<file path="config.mk">
export PLATFORM = sky130hd
export DESIGN_NAME = led_blink_mask_mixer
export DESIGN_NICKNAME = d
export VERILOG_FILES = /design/src/rtl/lbmm_pkg.sv /design/src/rtl/led_blink_mask_mixer.sv
export SDC_FILE = /design/constraint.sdc
export NUM_CORES = 2
export LEC_CHECK = 0
export BUFFER_PORTS_ARGS = -buffer_cell sky130_fd_sc_hd__buf_2
export CAP_MARGIN = 30
export CORE_ASPECT_RATIO = 1.25
export CORE_MARGIN = 2
export CORE_UTILIZATION = 35
export CTS_CLUSTER_DIAMETER = 200
export DETAILED_ROUTE_END_ITERATION = 7
export PLACE_DENSITY = 0.51
export SLEW_MARGIN = 10
export SYNTH_ARGS = -nofsm -noshare
export SYNTH_HDL_FRONTEND = slang
export SYNTH_SLANG_ARGS = --single-unit
</file>
<file path="constraint.sdc">
create_clock -name clk -period 25 [get_ports clk]
set_input_delay 3.75 -clock clk [delete_from_list [all_inputs] [get_ports clk]]
set_output_delay 3.75 -clock clk [all_outputs]
set_load 0.05 [all_outputs]
</file>
<file path="src/rtl/lbmm_pkg.sv">
`default_nettype none
// ----------------------------------------------------------------------------
// lbmm_pkg
// Shared types and constants of the LED blink and override mask mixer.
// ----------------------------------------------------------------------------
package lbmm_pkg;

  localparam int unsigned LED_W      = 64;
  localparam int unsigned MS_W       = 16;
  localparam int unsigned ELAPSED_W  = MS_W + 1;
  localparam int unsigned SLOTS      = 8;
  localparam int unsigned CFG_IDX_W  = 3;
  localparam int unsigned CFG_DATA_W = LED_W;

  localparam logic [MS_W-1:0] SLOW_PERIOD_RST = MS_W'(500);
  localparam logic [MS_W-1:0] FAST_PERIOD_RST = MS_W'(125);

  typedef enum logic [1:0] {
    MODE_TICK      = 2'd0,
    MODE_ADD       = 2'd1,
    MODE_CLEAR     = 2'd2,
    MODE_TIMER_RST = 2'd3
  } mode_t;

  typedef enum logic [CFG_IDX_W-1:0] {
    REG_CONSTANT_MASK = 3'd0,
    REG_SLOW_MASK0    = 3'd1,
    REG_SLOW_MASK1    = 3'd2,
    REG_FAST_MASK0    = 3'd3,
    REG_FAST_MASK1    = 3'd4,
    REG_SLOW_PERIOD   = 3'd5,
    REG_FAST_PERIOD   = 3'd6
  } cfg_reg_t;

  typedef struct packed {
    logic [1:0]       mode;
    logic [LED_W-1:0] override_mask;
    logic [MS_W-1:0]  override_ms;
  } in_item_t;

  typedef struct packed {
    logic [LED_W-1:0] current_leds;
    logic [LED_W-1:0] other_phase_leds;
    logic             override_dropped;
  } out_item_t;

endpackage
`default_nettype wire

</file>
<file path="src/rtl/led_blink_mask_mixer.sv">
`default_nettype none
// ----------------------------------------------------------------------------
// led_blink_mask_mixer
// Mixes a constant LED mask, two blink masks (slow and fast) and up to eight
// timed overrides into the mask to drive, plus the opposite-phase mask.
// ----------------------------------------------------------------------------
//  channel   ports                         direction
//  input     in_valid/in_ready/in_data     command transaction in
//  result    out_valid/out_ready/out_data  one mask result per command
//  config    cfg_we/cfg_index/cfg_data     register write, no read-back
//
//  One command per cycle if not stalled: timers and override slots update in
//  the accept cycle and the result lands in the output register on the same
//  edge. The output register holds a result until taken; a new command is
//  taken whenever that register is empty or being emptied in the same cycle.
//  Reset (rst_n, synchronous) frees all slots and clears the timers.
// ----------------------------------------------------------------------------
module led_blink_mask_mixer (
  input  wire                               clk,
  input  wire                               rst_n,
  input  wire                               in_valid,
  output logic                              in_ready,
  input  wire lbmm_pkg::in_item_t           in_data,
  output logic                              out_valid,
  input  wire                               out_ready,
  output lbmm_pkg::out_item_t               out_data,
  input  wire                               cfg_we,
  input  wire [lbmm_pkg::CFG_IDX_W-1:0]     cfg_index,
  input  wire [lbmm_pkg::CFG_DATA_W-1:0]    cfg_data
);
  import lbmm_pkg::*;

  // configuration
  logic [LED_W-1:0] const_mask_r, slow_mask0_r, slow_mask1_r;
  logic [LED_W-1:0] fast_mask0_r, fast_mask1_r;
  logic [MS_W-1:0]  slow_period_r, fast_period_r;

  // timers
  logic [ELAPSED_W-1:0] slow_elapsed_r, slow_elapsed_nxt;
  logic [ELAPSED_W-1:0] fast_elapsed_r, fast_elapsed_nxt;
  logic                 slow_phase_r, slow_phase_nxt;
  logic                 fast_phase_r, fast_phase_nxt;

  // override slots
  logic [LED_W-1:0] slot_mask_r      [SLOTS];
  logic [LED_W-1:0] slot_mask_nxt    [SLOTS];
  logic [MS_W-1:0]  slot_remain_r    [SLOTS];
  logic [MS_W-1:0]  slot_remain_nxt  [SLOTS];
  logic [SLOTS-1:0] slot_valid_r, slot_valid_nxt;

  logic      out_valid_r;
  out_item_t out_data_r, out_data_nxt;

  logic                 accept;
  logic                 placed;
  logic                 dropped;
  logic [ELAPSED_W-1:0] slow_inc, fast_inc;
  logic [LED_W-1:0]     live;
  logic [LED_W-1:0]     slow_now, slow_other, fast_now, fast_other;

  assign in_ready  = !out_valid_r || out_ready;
  assign accept    = in_valid && in_ready;
  assign out_valid = out_valid_r;
  assign out_data  = out_data_r;

  assign slow_inc = slow_elapsed_r + ELAPSED_W'(1);
  assign fast_inc = fast_elapsed_r + ELAPSED_W'(1);

  always_comb begin
    slow_elapsed_nxt = slow_elapsed_r;
    fast_elapsed_nxt = fast_elapsed_r;
    slow_phase_nxt   = slow_phase_r;
    fast_phase_nxt   = fast_phase_r;
    slot_valid_nxt   = slot_valid_r;
    placed           = 1'b0;
    dropped          = 1'b0;
    for (int i = 0; i < SLOTS; i++) begin
      slot_mask_nxt[i]   = slot_mask_r[i];
      slot_remain_nxt[i] = slot_remain_r[i];
    end
    unique case (mode_t'(in_data.mode))
      MODE_TICK: begin
        if (slow_inc > {1'b0, slow_period_r}) begin
          slow_phase_nxt   = !slow_phase_r;
          slow_elapsed_nxt = '0;
        end else begin
          slow_elapsed_nxt = slow_inc;
        end
        if (fast_inc > {1'b0, fast_period_r}) begin
          fast_phase_nxt   = !fast_phase_r;
          fast_elapsed_nxt = '0;
        end else begin
          fast_elapsed_nxt = fast_inc;
        end
        for (int i = 0; i < SLOTS; i++) begin
          if (slot_valid_r[i]) begin
            if (slot_remain_r[i] == '0) begin
              slot_valid_nxt[i] = 1'b0;
            end else begin
              slot_remain_nxt[i] = slot_remain_r[i] - MS_W'(1);
            end
          end
        end
      end
      MODE_ADD: begin
        // lowest free slot wins
        for (int i = 0; i < SLOTS; i++) begin
          if (!slot_valid_r[i] && !placed) begin
            slot_mask_nxt[i]   = in_data.override_mask;
            slot_remain_nxt[i] = in_data.override_ms;
            slot_valid_nxt[i]  = 1'b1;
            placed             = 1'b1;
          end
        end
        dropped = !placed;
      end
      MODE_CLEAR: begin
        slot_valid_nxt = '0;
      end
      MODE_TIMER_RST: begin
        slow_elapsed_nxt = '0;
        fast_elapsed_nxt = '0;
        slow_phase_nxt   = 1'b0;
        fast_phase_nxt   = 1'b0;
      end
    endcase
  end

  always_comb begin
    live = '0;
    for (int i = 0; i < SLOTS; i++) begin
      if (slot_valid_nxt[i]) begin
        live = live | slot_mask_nxt[i];
      end
    end
    slow_now   = slow_phase_nxt ? slow_mask1_r : slow_mask0_r;
    slow_other = slow_phase_nxt ? slow_mask0_r : slow_mask1_r;
    fast_now   = fast_phase_nxt ? fast_mask1_r : fast_mask0_r;
    fast_other = fast_phase_nxt ? fast_mask0_r : fast_mask1_r;
    out_data_nxt.current_leds     = const_mask_r | slow_now | fast_now | live;
    out_data_nxt.other_phase_leds = const_mask_r | slow_other | fast_other | live;
    out_data_nxt.override_dropped = dropped;
  end

  always_ff @(posedge clk) begin
    if (!rst_n) begin
      const_mask_r  <= '0;
      slow_mask0_r  <= '0;
      slow_mask1_r  <= '0;
      fast_mask0_r  <= '0;
      fast_mask1_r  <= '0;
      slow_period_r <= SLOW_PERIOD_RST;
      fast_period_r <= FAST_PERIOD_RST;
    end else if (cfg_we) begin
      unique case (cfg_reg_t'(cfg_index))
        REG_CONSTANT_MASK: const_mask_r  <= cfg_data;
        REG_SLOW_MASK0:    slow_mask0_r  <= cfg_data;
        REG_SLOW_MASK1:    slow_mask1_r  <= cfg_data;
        REG_FAST_MASK0:    fast_mask0_r  <= cfg_data;
        REG_FAST_MASK1:    fast_mask1_r  <= cfg_data;
        REG_SLOW_PERIOD:   slow_period_r <= cfg_data[MS_W-1:0];
        REG_FAST_PERIOD:   fast_period_r <= cfg_data[MS_W-1:0];
        default: ;
      endcase
    end
  end

  always_ff @(posedge clk) begin
    if (!rst_n) begin
      slow_elapsed_r <= '0;
      fast_elapsed_r <= '0;
      slow_phase_r   <= 1'b0;
      fast_phase_r   <= 1'b0;
      slot_valid_r   <= '0;
      out_valid_r    <= 1'b0;
    end else begin
      if (accept) begin
        slow_elapsed_r <= slow_elapsed_nxt;
        fast_elapsed_r <= fast_elapsed_nxt;
        slow_phase_r   <= slow_phase_nxt;
        fast_phase_r   <= fast_phase_nxt;
        slot_valid_r   <= slot_valid_nxt;
        out_valid_r    <= 1'b1;
      end else if (out_ready) begin
        out_valid_r <= 1'b0;
      end
    end
  end

  // slot contents and result payload carry no reset
  always_ff @(posedge clk) begin
    if (accept) begin
      for (int i = 0; i < SLOTS; i++) begin
        slot_mask_r[i]   <= slot_mask_nxt[i];
        slot_remain_r[i] <= slot_remain_nxt[i];
      end
      out_data_r <= out_data_nxt;
    end
  end

endmodule
`default_nettype wire
</file>
# Word level (Yosys, flattened, before mapping)

Memories as Yosys holds them, arrays and structs flattened.
Cells that the tools add are included.

Register bits after elaboration: 526
Output and inout bits: 131
Bits of input ports: 154
RAM bits: 640
Logic and storage cells: 197
Memories kept: 2

Order comparisons: 2
Reduce and logical (&&, ||, !) cells: 47
Mux-type cells: 98
Bitwise gates (word level): 13
Add/subtract/negate cells: 10
Eq/ne operators: 9

Memory list:

| memory        | words | bits a word | read ports | clocked after Yosys merged registers in | wr ports | line                       | source |
|---|---|---|---|---|---|---|---|
| slot_mask_r   | 8     | 64          | 8          | 0                                       | 8        | led_blink_mask_mixer.sv:45 | `logic [LED_W-1:0] slot_mask_r [SLOTS];` |
| slot_remain_r | 8     | 16          | 8          | 0                                       | 8        | led_blink_mask_mixer.sv:47 | `logic [MS_W-1:0] slot_remain_r [SLOTS];` |

Operator list:

| kind                                                | number |
|---|---|
| 2-to-1 mux 64 bit                                   | 20 |
| OR 64 bit                                           | 13 |
| 2-to-1 mux 512 bit                                  | 1 |
| 2-to-1 mux 16 bit                                   | 24 |
| case mux 128 bit (2 select lines)                   | 1 |
| zero test 16 bit                                    | 8 |
| subtractor 16 x 1 -> 16 bit, second input constant  | 8 |
| case mux 17 bit (2 select lines)                    | 2 |
| 2-to-1 mux 1 bit                                    | 45 |
| adder 17 x 1 -> 17 bit, second input constant       | 2 |
| > comparator 17 x 16 -> 1 bit                       | 2 |
| 2-to-1 mux 17 bit                                   | 2 |
| case mux 8 bit (3 select lines)                     | 1 |
| zero test 1 bit                                     | 18 |
| AND reduction 2 bit                                 | 8 |
| equality test 3 bit, second input constant          | 3 |
| logical AND 1 bit                                   | 8 |
| equality test 3 x 2 -> 1 bit, second input constant | 2 |
| equality test 2 bit, second input constant          | 2 |
| case mux 1 bit (2 select lines)                     | 2 |
| nonzero test 2 bit                                  | 2 |
| equality test 3 x 1 -> 1 bit, second input constant | 1 |
| zero test 3 bit                                     | 1 |
| equality test 2 x 1 -> 1 bit, second input constant | 1 |
| 2 further kinds                                     | 2 |

# Depth between registers and ports, before layout

Depth after elaboration: 46
Depth in mapped cells: 19
Gate-level depth less buffers: 15

# Worst setup path before layout

No wires, ideal clock.

Kind: input to register
Start point: in out_ready
End point: reg out_data_r (netlist bit out_data[0]) (enable)
Data arrival time: 16193 ps
Setup time: 5049 ps
Data required time: 19951 ps
Stages on the path: 3
Buffers on the path: 0
Slack: 3758 ps
Cell sequence: nand2b_1 -> nand2_1 -> clkinv_1

Cells in the longest elaborated chain, start to end: 2

Ends and longest elaborated chain:

| element                | line                        | source |
|---|---|---|
| start: declaration     | led_blink_mask_mixer.sv:25  | `input wire out_ready,` |
| logical OR 1 bit       | led_blink_mask_mixer.sv:61  | `assign in_ready = !out_valid_r \|\| out_ready;` |
| logical AND 1 bit      | led_blink_mask_mixer.sv:62  | `assign accept = in_valid && in_ready;` |
| named net accept       | led_blink_mask_mixer.sv:54  | `logic accept;` |
| end signal: assignment | led_blink_mask_mixer.sv:197 | `out_data_r <= out_data_nxt;` |
| end: declaration       | led_blink_mask_mixer.sv:52  | `out_item_t out_data_r, out_data_nxt;` |

The timed path passes the listed nets, and every way through them passes these cells.
A chain may end at the register's enable or synchronous reset.

# Worst setup path in the final report

Start point: in out_ready
End point: out in_ready

Cells in the longest elaborated chain, start to end: 1

Ends and longest elaborated chain:

| element          | line                       | source |
|---|---|---|
| logical OR 1 bit | led_blink_mask_mixer.sv:61 |  |
| end: declaration | led_blink_mask_mixer.sv:22 | `output logic in_ready,` |

Every way passes these cells.

==> impl_summary.txt <==
----------------------------------------------------
[Outcome]
  Outcome ... finished, final reports clean

[Critical path]
  Cell seen most often among critical-path stages ... sky130_fd_sc_hd__buf_2
  Family with the most delay on the worst path ... buffers and inverters
  Master of the slowest instance on the critical path ... sky130_fd_sc_hd__buf_2
  Required arrival time at the worst endpoint ... 21.25 ns
  Startpoint of the most critical register-to-register path ... slow_elapsed_r[0]
  Worst setup path startpoint ... out_ready
  Critical path class ... in2out
  Number of buffers and inverters on the critical path ... 2
  Cells along the critical path ... buf_2 > nand2b_1 > buf_2
  Crit path max fanout ... 3
  Slowest stage delay, CP ... 0.22 ns
  Startpoint Class ... input port
  Data arrival time at the worst-slack endpoint ... 4.22 ns
  Setup crit end kind ... output port

[GRT]
  GRT Util Overall ... 22.8%
  Largest net degree at the start of global routing ... 191
  Wire length of the first global-routing pass ... 288 mm
  Number of antenna violations at the first check in global routing ... 60
  Total gr overflow ... 0
  Number of global-route vias before repair ... 42,900

[Synthesis]
  List of most frequent post-synthesis cells ... sky130_fd_sc_hd__nand2_1, sky130_fd_sc_hd__edfxtp_1, sky130_fd_sc_hd__mux2_2
  Main area contributors after synthesis ... sky130_fd_sc_hd__edfxtp_1, sky130_fd_sc_hd__dfxtp_1, sky130_fd_sc_hd__mux2_2
  Area share of the leading cell type in the synthesized netlist ... 40.0%
  Cell taking the most area after synthesis ... sky130_fd_sc_hd__edfxtp_1
  Part of the Yosys area used for sequential elements ... 53.8%
  Most frequently used cell type in the post-synthesis netlist ... sky130_fd_sc_hd__nand2_1
  Number of nets in the synthesized netlist ... 5,454
  Number of warnings issued by yosys ... 0
  Synth Instances ... 5,254
  Netlist area before placement ... 0.0577 sq mm
  Post-Synthesis Mean Instance Area ... 11.0 sq um
  Post-synthesis simple-gate area fraction ... 14.6%
  Post-synthesis cell type count ... 73
  Synthesized flop and latch total ... 1,166
  Async SR Flop Fraction ... 0%
  Most instantiated flip-flop cell in the synthesis netlist ... sky130_fd_sc_hd__edfxtp_1
  Area fraction in compound gates after synthesis ... 13.0%
  XOR/XNOR share of the synthesized area ... 1.99%
  Portion of netlist area occupied by mux cells ... 12.1%
  Number of flops mapped to enable cells by yosys ... 769
  Dominant combinational cell family by area after synthesis ... simple AND/OR/NAND/NOR gates
  Adder-cell area share of the yosys netlist ... 0.998%

[Drt]
  Detailed-router iteration count before antenna repair ... 7
  Total Wirelength ... 197 mm
  Violation count after the first detailed-routing iteration ... 3,484
  Via Count ... 43,700
  Number of remaining DRC errors ... 0
  Number of routed nets with antenna violations ... 0
  Per-cell routed wire length ... 25.5 um
  Via-per-instance ratio ... 5.65

[Clock tree]
  Clock Tree Buf Depth ... 3
  H-tree levels ... 4
  Setup Fix Bufs, Post-CTS ... 0
  Count of clock tree sinks ... 1,166
  Clock tree from TritonCTS ... yes
  CTS root buf ... sky130_fd_sc_hd__clkbuf_16
  PostCTS Resize Cnt ... 0
  Number of buffers inserted during clock tree synthesis ... 133
  Later-pin clock latency in the skew report ... 0.80 ns
  CTS clock-pin slew for the worst setup and hold paths ... 0.06 ns
  Hold-fix buffers at CTS ... 0

[STA]
  Setup tns final ... 0 ns
  Final number of max-transition violations ... 0
  Measured slew at the worst slew-check pin ... 1.03 ns
  Worst max-slew margin expressed relative to the limit ... 31.1%
  Top achievable clock speed ... 125 MHz
  Final worst path period share ... 31.9%
  Final setup violation count ... 0
  Worst hold margin ... 0.466 ns
  Setup repair after global routing missed its margin ... false
  Final period demand of the worst path ... 7.97 ns
  Count of endpoints failing hold in the final timing report ... 0
  Clk_skew ... 0.0361 ns

[Die]
  Top Ports ... 285
  Area of the core ... 0.164 sq mm
  Standard-cell rows ... 166
  Die area ... 0.168 sq mm
  Chip width ... 367 um
  Overall die height ... 458 um
  Initial Util ... 35.3%

[Pwr]
  Static leakage power ... 22.2 nW
  Pwr per Cell Area ... 71.0 mW/mm^2
  Highest ir drop seen on vdd ... 0.0000658 V

[Run]
  Max Cap Violations ... 0

[Finish]
  Fraction of final layout cells sized beyond drive strength 1 ... 20.2%
  Final-stage net count ... 5,614
  Syn-to-layout area delta ... 14.2%

[Worst hold path]
  Hold wc startpoint ... const_mask_r[55]
  Hold crit path type ... reg2reg

[Placement]
  GPL Wtd Cong ... 0.804
  Detail Placement HPWL ... 115 mm
  Number of input and output port buffers inserted ... 284

----------------------------------------------------
-- final timing paths --
kind / depth (start not counted) / to / slack [ns]
max: 3 / in_ready / 17.03
min: 2 / const_mask_r[55] / 0.47
max reg2reg: 16 / out_data[113] / 19.10
min reg2reg: 2 / const_mask_r[55] / 0.47
-- power by group --
part | switching (W) | leakage (nW) | internal, W
sequential | 0.0000478 | 10.6 | 0.00217
combinational | 0.000323 | 9.49 | 0.000145
clock | 0.000840 | 2.11 | 0.00115
total | 0.00121 | 22.2 | 0.00347
-- kinds of logic after synthesis --
logic type               count (synthesis)
AND/OR/NAND/NOR                       1797
flip-flops                            1166
AO/OA/AOI/OAI                          975
multiplexers                           644
buffers and inverters                  495
XOR/XNOR                               131
adder cells (fa/ha/maj)                 46
-- final cells by class --
| cell class | count | area [sq um] |
|---|---|---|
| Fill cell | 16000 | 97800 |
| Sequential cell | 1166 | 31000 |
| Multi-Input combinational cell | 3593 | 24900 |
| Clock buffer | 199 | 3890 |
| Tap cell | 2184 | 2730 |
| Timing Repair Buffer | 383 | 2300 |
| Inverter | 137 | 526 |
| Clock inverter | 49 | 468 |
| Antenna cell | 20 | 50.0 |
-- registers in the layout (all words and copies together) (netlist names) --
signal,cells
const_mask_r,64
fast_elapsed_r,17
fast_mask0_r,64
fast_mask1_r,64
fast_period_r,16
fast_phase_r,1
out_data,129
out_valid,1
slot_mask_r,512
slot_remain_r,128
slot_valid_r,8
slow_elapsed_r,17
slow_mask0_r,64
slow_mask1_r,64
slow_period_r,16
slow_phase_r,1
-- worst reg2reg max path, delay by kind of cell (launching register included) --
| kind | cells | cell delay, ns |
|---|---|---|
| flip-flops | 1 | 0.42 |
| AND/OR/NAND/NOR | 9 | 1.91 |
| buffers and inverters | 1 | 0.85 |
| multiplexers | 1 | 0.42 |
| AO/OA/AOI/OAI | 3 | 1.57 |
| XOR/XNOR | 1 | 0.17 |
| adder cells (fa/ha/maj) | 1 | 0.30 |
-- stage by stage --
step | cells | util (%) | cell area, sq um | total power [W] | worst slack, ns
after floorplan | 5254 | - | 57700 | 0.00259 | 3.76
after global placement | 7450 | 37.4 | 61300 | 0.00272 | 16.59
after detailed placement | 7462 | 37.6 | 61500 | 0.00273 | 16.55
after CTS | 7710 | 40.2 | 65800 | 0.00472 | 17.03
after global routing | 7720 | 40.3 | 65900 | 0.00483 | 16.98
final | 7731 | 40.3 | 65900 | 0.00468 | 17.03
-- cell usage in the layout, fill, tap and decap left out, drive strengths merged, types with 21 or more instances in the layout --
cell,Yosys,routed
a21oi,111,111
edfxtp,769,769
inv,135,142
o211ai,70,70
nand2b,80,80
a211oi,67,67
nand3,221,221
mux2,443,443
dfxtp,397,397
clkinv,2,33
a21boi,368,368
mux2i,201,201
a22oi,86,86
clkbuf,281,199
nor3,39,39
nor4,29,29
nor2,102,102
a221oi,192,192
nand4,193,193
nand2,947,947
xor2,49,49
nor2b,102,102
o21ai,30,30
ha,46,46
xnor2,82,82
buf,77,383
or3,21,21
-- metal layers --
metal / vias to the layer above / share of wire (%) / GRT usage (%)
met2: 1420 / 48 / 37.9
met1: 22100 / 43 / 29.6
li1: 19800 / - / -
met5: - / 0.15 / 0
met4: 46 / 3.3 / 8.63
met3: 385 / 5.9 / 3.85
Power figures use the tool's default switching activity.
